**src/rtl/core/dbk_pkg.sv**
```systemverilog
`timescale 1ns / 1ps
package dbk_pkg;

	localparam int MAX_WIDTH  = 2048;
	localparam int ADDR_W     = $clog2(MAX_WIDTH);
	localparam int XW         = ADDR_W + 1;
	localparam int BLOCK_SIZE = 8;
	localparam int BLK_BITS   = $clog2(BLOCK_SIZE);
	localparam int SEAM_REACH = 3;
	localparam int NUM_SLOTS  = 2 * SEAM_REACH;
	localparam int SLOT_W     = 3;
	localparam int CH_W       = 16;
	localparam int PIX_W      = 3 * CH_W;
	localparam int FULL_SCALE = 65280;
	localparam int MIX_MAX    = 256;
	localparam int ROUND_HALF = 768;
	localparam int DIV3_MUL   = 349526;
	localparam int DIV3_SHIFT = 20;
	localparam int SEAM_SPAN  = BLOCK_SIZE + SEAM_REACH - 1;
	localparam int ROW_PHASE  = SEAM_REACH - 1;
	localparam int CMDQ_DEPTH = 4;
	localparam int OUTQ_DEPTH = 4;
	localparam int QA_W       = $clog2(CMDQ_DEPTH);
	localparam int QC_W       = QA_W + 1;

	localparam logic FN_PIXEL = 1'b0;
	localparam logic FN_FLUSH = 1'b1;

	typedef enum logic [1:0] {
		REG_IMAGE_WIDTH  = 2'd0,
		REG_IMAGE_HEIGHT = 2'd1,
		REG_SEAM_LIMIT   = 2'd2,
		REG_BLEND_AMOUNT = 2'd3
	} cfg_reg_t;

	typedef enum logic [2:0] {
		BK_RUN,
		BK_COL_RD,
		BK_COL_MEND,
		BK_COL_WR,
		BK_ROW,
		BK_DRAIN
	} bk_state_t;

	typedef logic [NUM_SLOTS-1:0][PIX_W-1:0] win_t;

	typedef struct packed {
		logic              wr;
		logic              emit;
		logic              last;
		logic              row_end;
		logic              row_pass;
		logic [SLOT_W-1:0] slot;
		logic [ADDR_W-1:0] col;
		logic [XW-1:0]     width;
		logic [PIX_W-1:0]  data;
	} cmd_t;

	typedef struct packed {
		logic              valid;
		logic              last;
		logic [ADDR_W-1:0] x;
		win_t              win;
	} mend_req_t;

	typedef struct packed {
		logic [7:0] r;
		logic [7:0] g;
		logic [7:0] b;
		logic       fend;
	} out_t;

	function automatic logic [SLOT_W-1:0] slot_wrap(input logic [3:0] v);
		logic [3:0] w;
		w = (v >= 4'(NUM_SLOTS)) ? v - 4'(NUM_SLOTS) : v;
		return w[SLOT_W-1:0];
	endfunction

	function automatic logic [7:0] to_byte(input logic [CH_W-1:0] v);
		logic [CH_W:0] s;
		s = {1'b0, v} + 17'd128;
		return (s[CH_W:8] > 9'd255) ? 8'd255 : s[15:8];
	endfunction

	function automatic logic [CH_W-1:0] abs_diff(input logic [CH_W-1:0] a,
		input logic [CH_W-1:0] b);
		return (a >= b) ? a - b : b - a;
	endfunction

	function automatic logic [CH_W-1:0] step_level(input logic [CH_W-1:0] v,
		input logic [CH_W-1:0] s, input logic sub);
		logic signed [CH_W+1:0] r;
		r = sub ? $signed({2'b00, v}) - $signed({2'b00, s})
			: $signed({2'b00, v}) + $signed({2'b00, s});
		if (r < 0) return '0;
		if (r > 18'sd65280) return CH_W'(FULL_SCALE);
		return r[CH_W-1:0];
	endfunction

endpackage

```
**src/rtl/core/dbk_cmd_queue.sv**
```systemverilog
`timescale 1ns / 1ps
module dbk_cmd_queue (
	input  logic          clk,
	input  logic          arst_n,
	input  logic          wr_en,
	input  dbk_pkg::cmd_t wr_cmd,
	output logic          q_full,
	input  logic          rd_en,
	output logic          rd_valid,
	output dbk_pkg::cmd_t rd_cmd
);
	import dbk_pkg::*;

	cmd_t            mem_q [CMDQ_DEPTH];
	logic [QA_W-1:0] wp_q, rp_q;
	logic [QC_W-1:0] cnt_q;
	logic            do_wr, do_rd;

	always_comb begin
		q_full   = cnt_q == QC_W'(CMDQ_DEPTH);
		rd_valid = cnt_q != '0;
		rd_cmd   = mem_q[rp_q];
		do_wr    = wr_en && !q_full;
		do_rd    = rd_en && rd_valid;
	end

	always_ff @(posedge clk) begin
		if (do_wr)
			mem_q[wp_q] <= wr_cmd;
	end

	always_ff @(posedge clk or negedge arst_n) begin
		if (!arst_n) begin
			wp_q  <= '0;
			rp_q  <= '0;
			cnt_q <= '0;
		end else begin
			if (do_wr)
				wp_q <= wp_q + 1'b1;
			if (do_rd)
				rp_q <= rp_q + 1'b1;
			cnt_q <= cnt_q + QC_W'(do_wr) - QC_W'(do_rd);
		end
	end

endmodule

```
**config.mk**
```make
export PLATFORM = sky130hd
export DESIGN_NAME = dbk_cmd_queue
export DESIGN_NICKNAME = d
export VERILOG_FILES = /design/src/rtl/core/dbk_pkg.sv /design/src/rtl/core/dbk_cmd_queue.sv
export SDC_FILE = /design/constraint.sdc
export NUM_CORES = 1
export LEC_CHECK = 0
export BUFFER_PORTS_ARGS = -buffer_cell sky130_fd_sc_hd__buf_2
export CORE_ASPECT_RATIO = 0.75
export CORE_MARGIN = 4
export CORE_UTILIZATION = 37
export CTS_CLUSTER_SIZE = 28
export DETAILED_ROUTE_END_ITERATION = 16
export GPL_ROUTABILITY_DRIVEN = 0
export PLACE_DENSITY = 0.57
export SYNTH_ARGS = -nofsm -noshare
export SYNTH_HDL_FRONTEND = slang
export SYNTH_SLANG_ARGS = --single-unit
```
**constraint.sdc**
```tcl
create_clock -name clk -period 10 [get_ports clk]
set_clock_uncertainty 0.15 [all_clocks]
set_input_delay 1 -clock clk [delete_from_list [all_inputs] [get_ports clk]]
set_output_delay 1 -clock clk [all_outputs]
set_load 0.02 [all_outputs]
```
==> results of run 1 <==
## flip-flops by register name, summed over array words and instances, names as in the netlist
| register | cells |
|---|---|
| wp_q | 2 |
| rp_q | 2 |
| cnt_q | 3 |
| mem_q | 316 |
## power groups by stage
| stage | registers (W) | logic, W | clock network, W |
|---|---|---|---|
| finish | 0.00192 | 0.00130 | 0.00121 |
| floorplan | 0.00187 | 0.00103 | 0 |
| detailed placement | 0.00196 | 0.00134 | 0 |
| global route | 0.00196 | 0.00140 | 0.00130 |
| global placement | 0.00194 | 0.00133 | 0 |
| CTS | 0.00193 | 0.00134 | 0.00124 |
## metrics by stage
stage                     setup WS (ns)  total power (W)  cell area (µm²)
final                              5.71          0.00443            14200
after global routing               5.40          0.00466            14200
after CTS                          5.54          0.00452            14200
after detailed placement           6.10          0.00330            13100
after global placement             6.10          0.00327            13100
after floorplan                    6.50          0.00291            11900
## metal layers
metal,vias to the layer above,track usage
li1,2327,-
met5,-,0
met2,151,0.210
met3,47,0.0424
met4,8,0.0383
met1,2783,0.171
## worst min-delay path by stage
stage,from,end
3_5_place_dp,wp_q[1]$_DFFE_PN0P_,wp_q[1]$_DFFE_PN0P_
3_3_place_gp,wp_q[1]$_DFFE_PN0P_,wp_q[1]$_DFFE_PN0P_
2_1_floorplan,wp_q[1]$_DFFE_PN0P_,wp_q[1]$_DFFE_PN0P_
5_1_grt,arst_n,wp_q[1]$_DFFE_PN0P_
6_report,arst_n,wp_q[1]$_DFFE_PN0P_
4_1_cts,arst_n,wp_q[1]$_DFFE_PN0P_
## critical path: stages, from the launching register on
cell and delay [ns]:
dfrtp_4 1.01, buf_4 0.79, mux4_2 0.63, buf_2 0.18
## layout by cell type, fill, tap and decap left out, types with 2 or more instances in the layout
master and instances:
clkbuf_16 35, dfrtp_4 2, clkinvlp_4 2, clkinv_2 3, buf_4 6, inv_1 5
clkbuf_1 9, nand2b_1 4, ha_1 6, o211ai_1 2, edfxtp_1 316, diode_2 2
mux4_2 79, clkinv_1 3, bufinv_16 3, xnor2_1 3, buf_2 163, and3b_4 4
nand4bb_1 2, dfrtp_1 5
## cell families after synthesis
family | after synthesis | synth area share
XOR/XNOR | 4 | 0.00293
flip-flops | 323 | 0.809
multiplexers | 79 | 0.149
AND/OR/NAND/NOR | 13 | 0.00880
adder cells (fa/ha/maj) | 7 | 0.00796
AO/OA/AOI/OAI | 4 | 0.00272
buffers and inverters | 23 | 0.0196
## final cells by class
| class | instances | area [µm²] |
|---|---|---|
| Inverter | 5 | 18.8 |
| Tap cell | 406 | 508 |
| Multi-Input combinational cell | 107 | 2060 |
| Fill cell | 2669 | 17300 |
| Clock inverter | 12 | 140 |
| Clock buffer | 45 | 923 |
| Timing Repair Buffer | 169 | 861 |
| Antenna cell | 2 | 5.00 |
| Sequential cell | 323 | 9670 |
==> summary.md, run 1 <==
| Metric | Value |
|---|---|
| # DRC | `0` |
| Cell taking the most area after synthesis | `edfxtp_1` |
| Cells after synthesis | `approximately 450` |
| Clock Tree Buf Depth | `3` |
| Sequential element share of the synthesized area | `0.809` |
| Leakage | `4.79 nW` |
| Slew at the pin with the worst max-slew slack | `0.953 ns` |
| # hold bufs at CTS | `0` |
| Prevailing post-synth register cell | `edfxtp_1` |
| Yosys cell types | `21` |
| Pin count of the biggest net entering global routing | `between 60 and 70` |
| Required time of the worst setup path | `8.85 ns` |
| Crit end category | `primary output` |
| H-tree Lvls | `2` |
| Global Route Usage Sum | `0.130` |
| Max rail drop VDD | `0.145 mV` |
| Setup TNS | `0 ns` |
| Share of cells above drive strength 1 | `0.454` |
| Row cnt | `56` |
| Routed len/inst | `21.4 µm` |
| Worst hold slack | `0.175 ns` |
| Worst R2R End | `mem_q[1][58]$_DFFE_PP_` |
| Core area | `0.0315 mm²` |
| Power per cell area | `312 mW/mm²` |
| Buffers inserted by post-CTS timing repair | `0` |
| Worst hold-check path type | `input port to async pin` |
| Most frequent cell after synthesis | `edfxtp_1` |
| Uppermost layer routed | `met5` |
| Cts bufs inserted | `34` |
| Max_slew headroom | `0.364` |
| Post-synth top area share | `0.794` |
| Crit share post-route | `0.429` |
| Hpwl dp | `around 14 mm` |
| CTS tree | `built` |
| First-pass GRT wire length | `34.7 mm` |
| Post-cts resize count | `0` |
| Worst Path Max Fanout | `43` |
| Clock transition at the registers of the reported paths | `0.06 ns` |
| Clock power frac | `0.273` |
| Ys async rst share | `0.0217` |
| Reg2reg start | `cnt_q[2]$_DFF_PN0_` |
| FF-to-FF setup slack | `7.26 ns` |
| Int Power | `0.00305 W` |
| Routed vias/inst | `4.97` |
| Setup violators final | `0` |
| Mapped Area | `0.0119 mm²` |
| Post-Layout Cell Count | `1069` |
| Gr ovfl total | `0` |
| Vias in the first global route | `5780` |
| Worst Setup Start Kind | `flop` |
| Clock Latency Late Sink | `0.50 ns` |
| Crit path time final | `around 4.3 ns` |
| Util after Layout | `0.450` |
| Max-slew violation count | `0` |
| Status | `finished clean` |
| Yosys reg bits | `323` |
| YS warnings | `0` |
| Number of max-cap violations | `0` |
| RSZ-0062 raised after global routing | `false` |
| Sw power | `0.00138 W` |
| CP startpoint | `rp_q[0]$_DFFE_PN0P_` |
| Critical path arrival | `3.14 ns` |
| Final ANT Viol Nets | `0` |
| End of the critical path | `rd_cmd[47]` |
| M1 WL | `9.92 mm` |
| Root buf cell | `clkbuf_16` |
| Initial antenna violation count | `5` |
| Fin. Hold Viols | `0` |
| Fmax | `0.233 GHz` |
| Post-Syn Area per Cell | `26.4 µm²` |
| Initial core utilization | `0.379` |
| Largest cells by area after synthesis | `edfxtp_1 79%, mux4_2 15%, dfrtp_1 1.5%` |
| Num Clock Sinks | `323` |
| Post-synth EDFFs | `316` |
| Pre-antenna DRT Iters | `4` |
| Die X | `~220 µm` |
| Die area | `0.0353 mm²` |
| Port buffer count | `163` |
| First DRT Iteration DRCs | `413` |
| Placed cells | `1010` |
| Reg2Reg Depth | `3` |
| Area grow syn2layout | `18.8%` |
| Syn Nets | `543` |
| Flop pwr share | `0.434` |
| Post-synth top cells | `316 x edfxtp_1, 79 x mux4_2, 8 x buf_12, 8 x buf_2, 7 x dfrtp_1` |
| Sw frac | `0.311` |
| CP Class | `flop to primary output` |
| Via count | `5316` |
| Met3 WL post-DR | `1.48 mm` |
| Combinational fraction of design power | `0.293` |
| # nets final | `between 700 and 800` |
| Total routed wirelength | `22.9 mm` |
| IO Pins | `164` |
| Die height | `between 150 and 200 µm` |
| Met2 routed WL | `10.9 mm` |
Power figures use the tool's default switching activity.
==> run 2: changes to the inputs <==
--- a/config.mk
+++ b/config.mk
@@ -12,7 +12,7 @@
 export CTS_CLUSTER_SIZE = 28
 export DETAILED_ROUTE_END_ITERATION = 16
 export GPL_ROUTABILITY_DRIVEN = 0
-export PLACE_DENSITY = 0.57
+export PLACE_DENSITY = 0.59
 export SYNTH_ARGS = -nofsm -noshare
 export SYNTH_HDL_FRONTEND = slang
 export SYNTH_SLANG_ARGS = --single-unit
==> constraint.sdc (replaced) <==
create_clock -name clk -period 3.8 [get_ports clk]
set_clock_uncertainty 0.15 [all_clocks]
set_input_delay 0.38 -clock clk [delete_from_list [all_inputs] [get_ports clk]]
set_output_delay 0.38 -clock clk [all_outputs]
set_load 0.02 [all_outputs]
==> run 2 against run 1 <==
Compared with the run above: sequential share of layout area shrank 3.2 points; critical path depth unchanged; wire length grew 1.8%; sequential power rose to 2.6 times the previous value; via count is 6.2% higher; die area unchanged; first-iteration DRC count rose by 13%; register-to-register slack worse by 6.0 ns; cell count rose by 7.1%; global-route usage up 0.19 points; core utilization grew 2.2 points; non-clock buffer count grew 81.
==> summary.md, run 2 (same netlist as run 1, synthesis figures left out) <==
| Metric | Value |
|---|---|
| # nets final | `just over 800` |
| Crit path time final | `about 2.9 ns` |
| Fmax | `0.350 GHz` |
| Status | `finished clean` |
| Overall Power | `roughly 0.011 W` |
| Gr ovfl total | `0` |
| Max_slew headroom | `0.511` |
| Crit end category | `primary output` |
| Routed vias/inst | `4.93` |
| Initial antenna violation count | `1` |
| CP max stage cell | `dfrtp_4` |
| Clock Latency Late Sink | `0.56 ns` |
| # fillers | `2606` |
| Area grow syn2layout | `24.7%` |
| Sw power | `0.00362 W` |
| Via count | `5648` |
| Clock transition at the registers of the reported paths | `roughly 0.06 ns` |
| Vias in the first global route | `6188` |
| Clock power frac | `0.242` |
| Placed cells | `1011` |
| Number of max-cap violations | `0` |
| Worst Path Max Fanout | `44` |
| Root buf cell | `clkbuf_16` |
| First-pass GRT wire length | `~36 mm` |
| Hpwl dp | `roughly 14 mm` |
| Initial core utilization | `0.379` |
| RSZ-0062 raised after global routing | `false` |
| Global Route Usage Sum | `0.132` |
| Slew at the pin with the worst max-slew slack | `0.734 ns` |
| Pin count of the biggest net entering global routing | `just over 50` |
| Max reg flops | `316` |
| Pre-antenna DRT Iters | `4` |
| Critical path depth | `3` |
| Die X | `215 µm` |
| CTS tree | `built` |
| Combinational fraction of design power | `0.322` |
| Sw frac | `0.318` |
| Dpl ws | `1.24 ns` |
| Biggest regs | `mem_q x316, cnt_q x3` |
| Worst hold-check path type | `input port to flop` |
| Share of cells above drive strength 1 | `0.394` |
| Reg2Reg Depth | `9` |
| Post-Layout Cell Count | `1145` |
| Die area | `0.0353 mm²` |
| Row cnt | `56` |
| Routed len/inst | `slightly above 20 µm` |
| Clock Tree Buf Depth | `3` |
| Buffers inserted by post-CTS timing repair | `0` |
| H-tree Lvls | `1` |
| Die height | `164 µm` |
| Critical path arrival | `2.32 ns` |
| Top reg by flops | `mem_q` |
| # hold bufs at CTS | `80` |
| CP bufs+invs | `2` |
| Setup TNS | `0 ns` |
| Num Clock Sinks | `323` |
| Leakage | `5.07 nW` |
| CP Class | `flop to primary output` |
| First DRT Iteration DRCs | `roughly 470` |
| Fin. Hold Viols | `0` |
| Cts bufs inserted | `31` |
| Commonest non-fill, non-tap cell in the layout | `edfxtp_1` |
| Final ANT Viol Nets | `0` |
| Setup ws final | `~0.95 ns` |
| Max-slew violation count | `0` |
| Crit path cell chain | `buf_12 -> mux4_2 -> buf_2` |
| Max rail drop VDD | `around 0.48 mV` |
| Critical path's largest stage delay | `0.81 ns` |
| Post-cts resize count | `0` |
| Port buffer count | `163` |
| # DRC | `0` |
| Core area | `0.0315 mm²` |
| Crit share post-route | `0.751` |
| Setup violators final | `0` |
| Power per cell area | `765 mW/mm²` |
| Flop pwr share | `0.436` |
| Total routed wirelength | `23.3 mm` |
| Most frequent cells in the layout | `316 x edfxtp_1, 163 x buf_2, 80 x dlygate4sd3_1` |
| IO Pins | `164` |
| Critical path's top delay family | `flip-flops` |
| Worst Setup Start Kind | `flop` |
| Int Power | `0.00778 W` |
| Required time of the worst setup path | `3.27 ns` |
| Hold depth | `3` |
-- run 2: cell type report --
type / instances / area, µm² / share of cell area
sequential: 323 / 9670 / 0.649
tap: 406 / 508 / 0.0341
clock inverter: 12 / 77.6 / 0.00521
multi-input combinational: 107 / 2060 / 0.138
inverter: 5 / 18.8 / 0.00126
timing repair buffer: 250 / 1740 / 0.117
clock buffer: 41 / 813 / 0.0546
antenna: 1 / 2.50 / 0.000168
-- run 2: layer usage --
layer / routed length (µm) / share of wire / up-vias / GRT usage
met5: 0 / 0 / - / 0
met2: 11400 / 0.49 / 184 / 0.224
met1: 9820 / 0.42 / 2938 / 0.174
met4: 465 / 0.020 / 0 / 0.0290
li1: - / - / 2486 / -
met3: 1600 / 0.069 / 40 / 0.0344
-- run 2: final timing paths --
kind                                startpoint  slack (ns)             endpoint
hold reg to reg            wp_q[1]$_DFFE_PN0P_        0.52  wp_q[1]$_DFFE_PN0P_
setup reg to reg            cnt_q[1]$_DFF_PN0_        1.24   cnt_q[2]$_DFF_PN0_
min in group asynchronous               arst_n        0.05   cnt_q[1]$_DFF_PN0_
hold / removal                           wr_en        0.04  wp_q[0]$_DFFE_PN0P_
setup / recovery           rp_q[1]$_DFFE_PN0P_        0.95           rd_cmd[74]
max in group asynchronous               arst_n        3.26  rp_q[0]$_DFFE_PN0P_
-- run 2: worst min-delay path: stages --
cell and delay [ns]:
buf_2 0.15, nand2b_1 0.08, o211ai_1 0.08
-- run 2: stage by stage --
stage,utilization,instance area (µm²),hold slack [ns]
2_1_floorplan,-,11900,-0.0656
3_5_place_dp,0.419,13200,0.0826
6_report,0.473,14900,0.0430
4_1_cts,0.472,14900,0.00853
5_1_grt,0.473,14900,0.0564
3_3_place_gp,0.419,13200,0.0755
-- run 2: power groups by stage --
| stage | sequential, W | clock (W) | combinational (W) |
|---|---|---|---|
| after CTS | 0.00499 | 0.00286 | 0.00378 |
| final | 0.00497 | 0.00276 | 0.00367 |
| after global routing | 0.00504 | 0.00301 | 0.00396 |
| after detailed placement | 0.00506 | 0 | 0.00370 |
| after floorplan | 0.00493 | 0 | 0.00272 |
| after global placement | 0.00500 | 0 | 0.00367 |
