File: config.mk
export PLATFORM = sky130hd
export DESIGN_NAME = dbk_front
export DESIGN_NICKNAME = d
export VERILOG_FILES = /design/src/rtl/core/dbk_pkg.sv /design/src/rtl/core/dbk_front.sv
export SDC_FILE = /design/constraint.sdc
export NUM_CORES = 1
export LEC_CHECK = 0
export BUFFER_PORTS_ARGS = -buffer_cell sky130_fd_sc_hd__buf_2
export CAP_MARGIN = 30
export CORE_UTILIZATION = 30
export CTS_CLUSTER_DIAMETER = 30
export DETAILED_ROUTE_END_ITERATION = 7
export PLACE_DENSITY = 0.53
export REMOVE_ABC_BUFFERS = 1
export SLEW_MARGIN = 20
export SYNTH_ARGS = -nofsm -noshare
export SYNTH_HDL_FRONTEND = slang
export SYNTH_SLANG_ARGS = --single-unit
File: constraint.sdc
create_clock -name clk -period 7.4 [get_ports clk]
set_input_delay 0.74 -clock clk [delete_from_list [all_inputs] [get_ports clk]]
set_output_delay 0.74 -clock clk [all_outputs]
set_load 0.02 [all_outputs]
File: src/rtl/core/dbk_pkg.sv
`timescale 1ns / 1ps
package dbk_pkg;

	localparam int MAX_WIDTH  = 2048;
	localparam int ADDR_W     = $clog2(MAX_WIDTH);
	localparam int XW         = ADDR_W + 1;
	localparam int BLOCK_SIZE = 8;
	localparam int BLK_BITS   = $clog2(BLOCK_SIZE);
	localparam int SEAM_REACH = 3;
	localparam int NUM_SLOTS  = 2 * SEAM_REACH;
	localparam int SLOT_W     = 3;
	localparam int CH_W       = 16;
	localparam int PIX_W      = 3 * CH_W;
	localparam int FULL_SCALE = 65280;
	localparam int MIX_MAX    = 256;
	localparam int ROUND_HALF = 768;
	localparam int DIV3_MUL   = 349526;
	localparam int DIV3_SHIFT = 20;
	localparam int SEAM_SPAN  = BLOCK_SIZE + SEAM_REACH - 1;
	localparam int ROW_PHASE  = SEAM_REACH - 1;
	localparam int CMDQ_DEPTH = 4;
	localparam int OUTQ_DEPTH = 4;
	localparam int QA_W       = $clog2(CMDQ_DEPTH);
	localparam int QC_W       = QA_W + 1;

	localparam logic FN_PIXEL = 1'b0;
	localparam logic FN_FLUSH = 1'b1;

	typedef enum logic [1:0] {
		REG_IMAGE_WIDTH  = 2'd0,
		REG_IMAGE_HEIGHT = 2'd1,
		REG_SEAM_LIMIT   = 2'd2,
		REG_BLEND_AMOUNT = 2'd3
	} cfg_reg_t;

	typedef enum logic [2:0] {
		BK_RUN,
		BK_COL_RD,
		BK_COL_MEND,
		BK_COL_WR,
		BK_ROW,
		BK_DRAIN
	} bk_state_t;

	typedef logic [NUM_SLOTS-1:0][PIX_W-1:0] win_t;

	typedef struct packed {
		logic              wr;
		logic              emit;
		logic              last;
		logic              row_end;
		logic              row_pass;
		logic [SLOT_W-1:0] slot;
		logic [ADDR_W-1:0] col;
		logic [XW-1:0]     width;
		logic [PIX_W-1:0]  data;
	} cmd_t;

	typedef struct packed {
		logic              valid;
		logic              last;
		logic [ADDR_W-1:0] x;
		win_t              win;
	} mend_req_t;

	typedef struct packed {
		logic [7:0] r;
		logic [7:0] g;
		logic [7:0] b;
		logic       fend;
	} out_t;

	function automatic logic [SLOT_W-1:0] slot_wrap(input logic [3:0] v);
		logic [3:0] w;
		w = (v >= 4'(NUM_SLOTS)) ? v - 4'(NUM_SLOTS) : v;
		return w[SLOT_W-1:0];
	endfunction

	function automatic logic [7:0] to_byte(input logic [CH_W-1:0] v);
		logic [CH_W:0] s;
		s = {1'b0, v} + 17'd128;
		return (s[CH_W:8] > 9'd255) ? 8'd255 : s[15:8];
	endfunction

	function automatic logic [CH_W-1:0] abs_diff(input logic [CH_W-1:0] a,
		input logic [CH_W-1:0] b);
		return (a >= b) ? a - b : b - a;
	endfunction

	function automatic logic [CH_W-1:0] step_level(input logic [CH_W-1:0] v,
		input logic [CH_W-1:0] s, input logic sub);
		logic signed [CH_W+1:0] r;
		r = sub ? $signed({2'b00, v}) - $signed({2'b00, s})
			: $signed({2'b00, v}) + $signed({2'b00, s});
		if (r < 0) return '0;
		if (r > 18'sd65280) return CH_W'(FULL_SCALE);
		return r[CH_W-1:0];
	endfunction

endpackage

File: src/rtl/core/dbk_front.sv
`timescale 1ns / 1ps
module dbk_front (
	input  logic                       clk,
	input  logic                       arst_n,
	input  logic                       push,
	input  logic                       q_full,
	input  logic                       func,
	input  logic [7:0]                 red_in,
	input  logic [7:0]                 green_in,
	input  logic [7:0]                 blue_in,
	input  logic [11:0]                image_width,
	input  logic [15:0]                image_height,
	output logic                       cmd_push,
	output dbk_pkg::cmd_t              cmd
);
	import dbk_pkg::*;

	logic [ADDR_W-1:0] col_q, e_col_q;
	logic [15:0]       row_q, e_row_q;
	logic [SLOT_W-1:0] slot_q, e_slot_q;
	logic [XW-1:0]     frame_w_q, w_eff, clamp_w;
	logic [15:0]       frame_h_q, h_eff, clamp_h;
	logic              full_q;
	logic              accept, first, is_pix, row_end, e_wrap, last, emit_pix;

	always_comb begin
		accept   = push && !q_full;
		is_pix   = (func == FN_PIXEL);
		first    = (col_q == '0) && (row_q == '0);
		clamp_w  = (image_width == '0) ? XW'(1)
			: ((image_width > XW'(MAX_WIDTH)) ? XW'(MAX_WIDTH) : image_width);
		clamp_h  = (image_height == '0) ? 16'd1 : image_height;
		w_eff    = first ? clamp_w : frame_w_q;
		h_eff    = first ? clamp_h : frame_h_q;
		row_end  = ({1'b0, col_q} + XW'(1)) >= w_eff;
		e_wrap   = ({1'b0, e_col_q} + XW'(1)) >= w_eff;
		last     = e_wrap && (e_row_q == h_eff - 16'd1);
		emit_pix = row_q >= 16'(NUM_SLOTS);
		cmd_push = accept && (is_pix ? !full_q : full_q);
		cmd.wr       = is_pix;
		cmd.emit     = is_pix ? emit_pix : 1'b1;
		cmd.last     = !is_pix && last;
		cmd.row_end  = is_pix && row_end;
		cmd.row_pass = is_pix && row_end && (row_q[BLK_BITS-1:0] == BLK_BITS'(ROW_PHASE))
			&& (row_q >= 16'(SEAM_SPAN));
		cmd.slot     = is_pix ? slot_q : e_slot_q;
		cmd.col      = is_pix ? col_q : e_col_q;
		cmd.width    = w_eff;
		cmd.data     = {red_in, 8'd0, green_in, 8'd0, blue_in, 8'd0};
	end

	always_ff @(posedge clk or negedge arst_n) begin
		if (!arst_n) begin
			col_q     <= '0;
			row_q     <= '0;
			slot_q    <= '0;
			e_col_q   <= '0;
			e_row_q   <= '0;
			e_slot_q  <= '0;
			frame_w_q <= XW'(1);
			frame_h_q <= 16'd1;
			full_q    <= 1'b0;
		end else if (accept) begin
			if (!is_pix && full_q) begin
				if (last) begin
					col_q    <= '0;
					row_q    <= '0;
					slot_q   <= '0;
					e_col_q  <= '0;
					e_row_q  <= '0;
					e_slot_q <= '0;
					full_q   <= 1'b0;
				end else if (e_wrap) begin
					e_col_q  <= '0;
					e_row_q  <= e_row_q + 16'd1;
					e_slot_q <= slot_wrap({1'b0, e_slot_q} + 4'd1);
				end else begin
					e_col_q <= e_col_q + 1'b1;
				end
			end
			if (is_pix && !full_q) begin
				if (first) begin
					frame_w_q <= clamp_w;
					frame_h_q <= clamp_h;
				end
				if (emit_pix) begin
					if (e_wrap) begin
						e_col_q  <= '0;
						e_row_q  <= e_row_q + 16'd1;
						e_slot_q <= slot_wrap({1'b0, e_slot_q} + 4'd1);
					end else begin
						e_col_q <= e_col_q + 1'b1;
					end
				end
				if (row_end) begin
					col_q  <= '0;
					row_q  <= row_q + 16'd1;
					slot_q <= slot_wrap({1'b0, slot_q} + 4'd1);
					if (({1'b0, row_q} + 17'd1) >= {1'b0, h_eff})
						full_q <= 1'b1;
				end else begin
					col_q <= col_q + 1'b1;
				end
			end
		end
	end

endmodule

==> run metrics, run 1 <==
status completed; Post-synth EDFFs 0; root cell of the clock tree clkbuf_16; Commonest cells post-synth 89 x nand2_1, 87 x dfrtp_1, 69 x o21ai_0; Residual DRC 0; global-route wire length before repair 33900 µm; clock power share between 30% and 40%; fmax 154 MHz; Flop pwr share roughly 43%; Core Util, Final roughly 33%; CTS-repair resized insts 0; setup TNS 0 ps; Worst Tran Pin Value roughly 870 ps; Logic pwr share about a fifth; total CTS buffers 9; worst min path class in -> async; sequential element share of the synthesized area roughly 28%; initial antenna violation count 0; period utilization between 80 and 90%; clock latency on the worst-skew pair approximately 360 ps; Ports roughly 140; Synth async-reset ratio 100%; Primary FF master, synth dfrtp_1; post-route ant nets 0; Detailed Routing Iterations Pass 1 5; startpoint types flop; maxcap violations 0; Final Max Slew Viols 0; Distinct cells, synth between 70 and 80; PD cells about 150 nW/µm²; Initial Utilization between 30% and 40%; WL final around 21000 µm; sw power between 0.0004 and 0.0005 W; GPL Wtd Cong 0.897; #FFs+latches synth 89; Mapped Area approximately 7800 µm²; cts-stage hold buffer count 0; CTS Buffer Depth 2; Synth top area share 27.8%; aggregate global-route resource usage between 10% and 20%; switch share 32.4%; via count between 6000 and 7000; DR iter-0 viols approximately 460; count of final setup violators 0; CTS tree yes; CP arrival between 5000 and 6000 ps; Synthesis Warnings 0; post-layout min period around 6500 ps; ranking of synthesized cells by area dfrtp_1 28%, ha_1 8.6%, buf_4 4.7%; WL/cell ~17 µm; num rows slightly below 60; cell with the most instances after synthesis nand2_1; H-tree levels 3; DR vias/cell a little over 5; Setup Buffers After CTS 0; grt ovf 0; largest net degree at the start of global routing between 60 and 70; Rel. slew slack 42.1%; DIE WIDTH between 150 and 200 µm; CTS Sinks 89; die area ~27000 µm²; CTS clk-pin slew, worst paths ~70 ps; Die Span Y approximately 160 µm; Post-DP HPWL 16200 µm; Crit. End Element output pin; nets between 1000 and 1500; LEAKAGE slightly below 4 nW; maximum vdd ir drop between 0.1 and 0.15 mV; vias in the first global route 6148; Core Box Area between 20000 and 30000 µm²; Syn Area/Cell approximately 8.6 µm²; area growth from synthesis to layout 7.95%; layout cells sized above 1 around 15%; FF+latch area roughly 2200 µm²; Worst Path Required 6660 ps; IO buf count 64; WS Path Type reg -> out; Pint 0.000873 W; Worst Skew approximately 9.7 ps; RSZ-0062 raised after global routing false; Layout fillers roughly 2700; footprint of the multi-input gates 4960 µm²; largest area contributor in the netlist dfrtp_1; worst-path fanout max 25; Mapped Cells between 900 and 1000; Final Hold Fails 0; # diodes 0
-- cells in the final DEF, fill, tap and decap left out, drive strengths merged, types with 3 or more instances in the layout --
cell type	netlist	final
or3	4	4
or2	5	5
a21o	8	8
buf	63	76
nor2b	23	23
dfrtp	87	87
o2111ai	4	4
a2111oi	7	7
clkbuf	28	10
o211ai	5	5
ha	54	54
and2	3	3
xor2	29	29
a21oi	27	27
nor3b	7	7
a211oi	6	6
xnor3	3	3
inv	33	35
o22ai	5	5
or4	11	11
nand3	30	30
o31ai	7	7
nand4	15	15
xnor2	40	40
nor4b	3	3
o21a	7	7
nor3	21	21
nor4	19	19
a22oi	12	12
and3	20	20
o21ai	72	72
mux2	14	14
nand2	91	91
mux2i	33	33
nand2b	15	15
a32oi	3	3
conb	1	24
a221oi	8	8
nor2	71	71
-- cell families (layout without fill, tap and decap cells) --
logic type | Yosys count | in the layout | synth area share (%)
flops | 89 | 89 | 28.5
other cells | 1 | 24 | 0.0479
xor+xnor | 72 | 72 | 8.59
buf+inv | 126 | 125 | 9.44
mux | 47 | 47 | 6.27
compound gates | 184 | 184 | 15.5
fa+ha+maj | 54 | 54 | 8.62
simple gates | 342 | 342 | 23.1
-- path summary, 6_finish.rpt --
kind                                      end           from  cells past startpoint  slack [ps]
worst max-delay path                  cmd[76]       col_q[0]                     16         920
worst min-delay path             frame_w_q[5]         arst_n                      1         280
worst max register to register     e_row_q[2]       col_q[0]                     16        1760
worst min register to register  frame_w_q[10]  frame_w_q[10]                      2         480
max in group asynchronous        frame_h_q[0]         arst_n                      3        6170
min in group clk                frame_w_q[10]  frame_w_q[10]                      2         480
-- area by class of cell --
cell class / instances / area share (%)
clock buffers: 10 / 2.83
flip-flops and latches: 89 / 26.4
clock inverters: 6 / 0.769
well taps: 330 / 4.88
multi-input cells: 723 / 58.6
repair buffers: 76 / 5.12
inverters: 33 / 1.46
-- flip-flops by register name (all words and copies together) (netlist names) --
name	count
e_row_q	16
row_q	16
slot_q	3
frame_h_q	16
frame_w_q	12
col_q	11
full_q	1
e_slot_q	3
e_col_q	11
-- through the flow --
step	instances	hold slack (ps)	worst slack [ps]	power, W	area, µm²
3_3_place_gp	1250	462	1310	0.000809	8130
5_1_grt	1267	299	437	0.00135	8460
4_1_cts	1266	290	873	0.00131	8430
6_report	1267	281	923	0.00129	8460
3_5_place_dp	1250	471	1270	0.000811	8130
2_1_floorplan	845	444	1330	0.000709	7310
-- metal layers --
| layer | wire length (µm) | GRT usage [%] | share of wire [%] |
|---|---|---|---|
| met1 | 10300 | 23.0 | 48 |
| met2 | 9720 | 25.7 | 45 |
| met3 | 1190 | 3.02 | 5.5 |
| met4 | 148 | 2.99 | 0.69 |
| met5 | 0 | 0 | 0 |
-- power by group through the flow --
stage	sequential (W)	combinational (W)	clock, W
floorplan	0.000543	0.000165	0
global placement	0.000558	0.000251	0
detailed placement	0.000558	0.000254	0
CTS	0.000549	0.000254	0.000504
global route	0.000554	0.000281	0.000520
finish	0.000549	0.000253	0.000489
-- worst max-delay path: stages (launching register included) --
cell,delay [ps]
dfrtp_1,430
inv_1,140
ha_1,150
nor4b_1,550
and3_1,620
nand2_4,300
mux2i_1,320
ha_1,260
inv_1,80
or4_1,510
nor4_1,180
a21oi_1,120
xnor3_1,210
nand2_1,50
or4_1,710
nor4_1,500
buf_2,250
(Power assumes the default switching activity.)
==> run 2, diff against run 1 <==
- ABC_AREA: not set -> 1
- TNS_END_PERCENT: not set -> 20
==> run 2 against run 1 <==
  * Maximum frequency rose by 20%
  * Flip-flop and latch count unchanged
  * Clock-buffer cell count unchanged
  * Critical path depth shrank 1
  * Clock skew is 0.56 ps lower
  * Critical path type unchanged
==> run metrics, run 2 <==
worst min path class in -> async; LEAKAGE about 5.0 nW; Commonest cells post-synth 350 x nand2_1, 177 x inv_1, 93 x nor2_1; Residual DRC 0; vias in the first global route a little over 7000; Post-synth EDFFs 0; largest area contributor in the netlist dfrtp_1; crit path buf inv count 3; IO buf count 64; Worst Skew 9.16 ps; total CTS buffers 9; maximum vdd ir drop ~0.16 mV; ranking of synthesized cells by area dfrtp_1 26%, nand2_1 16%, ha_1 8.1%; area growth from synthesis to layout 9.06%; Initial Utilization 30.7%; Crit-path slowest cell nor4_2; Final Hold Fails 0; most common cell after layout, fill and taps aside nand2_1; clock latency on the worst-skew pair around 360 ps; num rows 60; root cell of the clock tree clkbuf_16; die area ~28000 µm²; Die Span Y ~170 µm; WL final approximately 23000 µm; startpoint types flop; largest net degree at the start of global routing 58; most frequent cells in the layout 350 x nand2_1, 177 x inv_1, 92 x nor2_1, 92 x o21ai_0, 87 x dfrtp_1; setup TNS 0 ps; Detailed Routing Iterations Pass 1 5; global-route wire length before repair roughly 38000 µm; Logic pwr share between 60% and 70%; Final Max Slew Viols 0; sw power between 0.0015 and 0.002 W; biggest regs e_row_q (16), frame_h_q (16), row_q (16); Synthesis Warnings 0; # diodes 0; WS Path Type reg -> out; #FFs+latches synth just under 90; Worst Path Required 6660 ps; CP arrival about 4700 ps; cts-stage hold buffer count 0; critical path cell sequence inv_1 > ha_1 > nand3_1 > or3b_2 > nor4_2 > a31oi_1 > ha_1 > nand2_1 > nor2_1 > a21oi_1 > nand3_1 > buf_4 > nand3_4 > nor2_1 > buf_2; CP delay by family, top simple AND/OR/NAND/NOR gates; grt ovf 0; Core Util, Final 33.5%; Rel. slew slack 40.9%; total power 0.00320 W; CTS-repair resized insts 0; Synth async-reset ratio 100%; Flop pwr share a little over a fifth; PD cells roughly 350 nW/µm²; DR iter-0 viols about 550; Core Box Area 27100 µm²; DIE WIDTH approximately 170 µm; Reg2Reg Setup Slack about 2600 ps; Setup Buffers After CTS 0; sequential element share of the synthesized area a little over a quarter; fmax roughly 190 MHz; Synth top area share approximately a quarter; Primary FF master, synth dfrtp_1; post-layout min period 5390 ps; CTS tree yes; post-route ant nets 0; Mapped Cells 1269; Mapped Area 8330 µm²; Max stage delay on crit path approximately 630 ps; Crit. End Element output pin; Ports between 100 and 150; cell with the most instances after synthesis nand2_1; Layout fillers between 2000 and 3000; worst-path fanout max 23; Syn Area/Cell 6.56 µm²; CTS Sinks 89; Worst Tran Pin Value between 800 and 900 ps; clock power share around 16%; via count 7724; Pint between 0.0015 and 0.002 W; Post-DP HPWL approximately 18000 µm; WL/cell around 14 µm; DR vias/cell 4.64; maxcap violations 0; switch share 52.0%; RSZ-0062 raised after global routing false; CTS clk-pin slew, worst paths around 70 ps; nets approximately 1400; H-tree levels 3; period utilization between 70% and 80%; count of final setup violators 0; aggregate global-route resource usage between 10% and 20%; initial antenna violation count 0; CTS Buffer Depth 2; layout cells sized above 1 roughly an eighth; GPL Wtd Cong between 0.8 and 0.9; status completed; Distinct cells, synth 47
run 2: logic make-up after synthesis:
kind of cell    share of synthesized area [%]
fa+ha+maj                                8.11
simple gates                             33.7
other cells                            0.0450
compound gates                           12.1
flops                                    26.8
buf+inv                                  15.3
xor+xnor                                 3.97
run 2: final cells by class:
| class | count | area [µm²] | area share, % |
|---|---|---|---|
| sequential | 89 | 2230 | 24.6 |
| timing repair buffer | 74 | 425 | 4.68 |
| multi-input combinational | 922 | 4910 | 54.1 |
| clock inverter | 6 | 90.1 | 0.992 |
| tap | 372 | 465 | 5.13 |
| clock buffer | 10 | 239 | 2.63 |
| inverter | 192 | 721 | 7.94 |
run 2: path summary, 6_finish.rpt:
| path | startpoint | cells after the start | end |
|---|---|---|---|
| worst max-delay path | row_q[0] | 15 | cmd[76] |
| worst min-delay path | arst_n | 1 | e_col_q[7] |
| worst max register to register | row_q[0] | 15 | e_col_q[2] |
| worst min register to register | frame_w_q[0] | 2 | frame_w_q[0] |
| max in group asynchronous | arst_n | 2 | frame_h_q[15] |
| min in group clk | frame_w_q[0] | 2 | frame_w_q[0] |
run 2: power by group through the flow:
| stage | Clock (W) | Sequential, W | Combinational, W |
|---|---|---|---|
| after global routing | 0.000553 | 0.000712 | 0.00225 |
| after global placement | 0 | 0.000697 | 0.00197 |
| after CTS | 0.000537 | 0.000692 | 0.00199 |
| after floorplan | 0 | 0.000672 | 0.00146 |
| final | 0.000525 | 0.000693 | 0.00198 |
| after detailed placement | 0 | 0.000700 | 0.00198 |
run 2: worst register-to-register path, cell delays in order, from the launching register on:
cell and delay, ps:
dfrtp_1 430, inv_1 120, ha_1 180, nand3_1 100
or3b_2 500, nor4_2 630, a31oi_1 390, ha_1 410
a21oi_1 130, o21ai_0 100, a21oi_1 140, nand3_1 110
buf_4 230, inv_1 540, nand2_1 390, o32ai_1 310
run 2: per-stage QoR:
step	setup WS, ps	cells	instance area [µm²]	hold slack [ps]
after global routing	1660	1665	9080	375
after global placement	2440	1646	8700	459
after detailed placement	2410	1647	8710	470
final	2010	1665	9080	332
after CTS	2030	1663	9040	359
after floorplan	3000	1203	7860	444
run 2: routing by layer:
layer  track usage (%)  routed length (µm)  share of wire, %
met1              23.8               11600                50
met2              27.1               10600                45
met3              2.27                 780               3.3
met4              4.39                 308               1.3
met5                 0                   0                 0
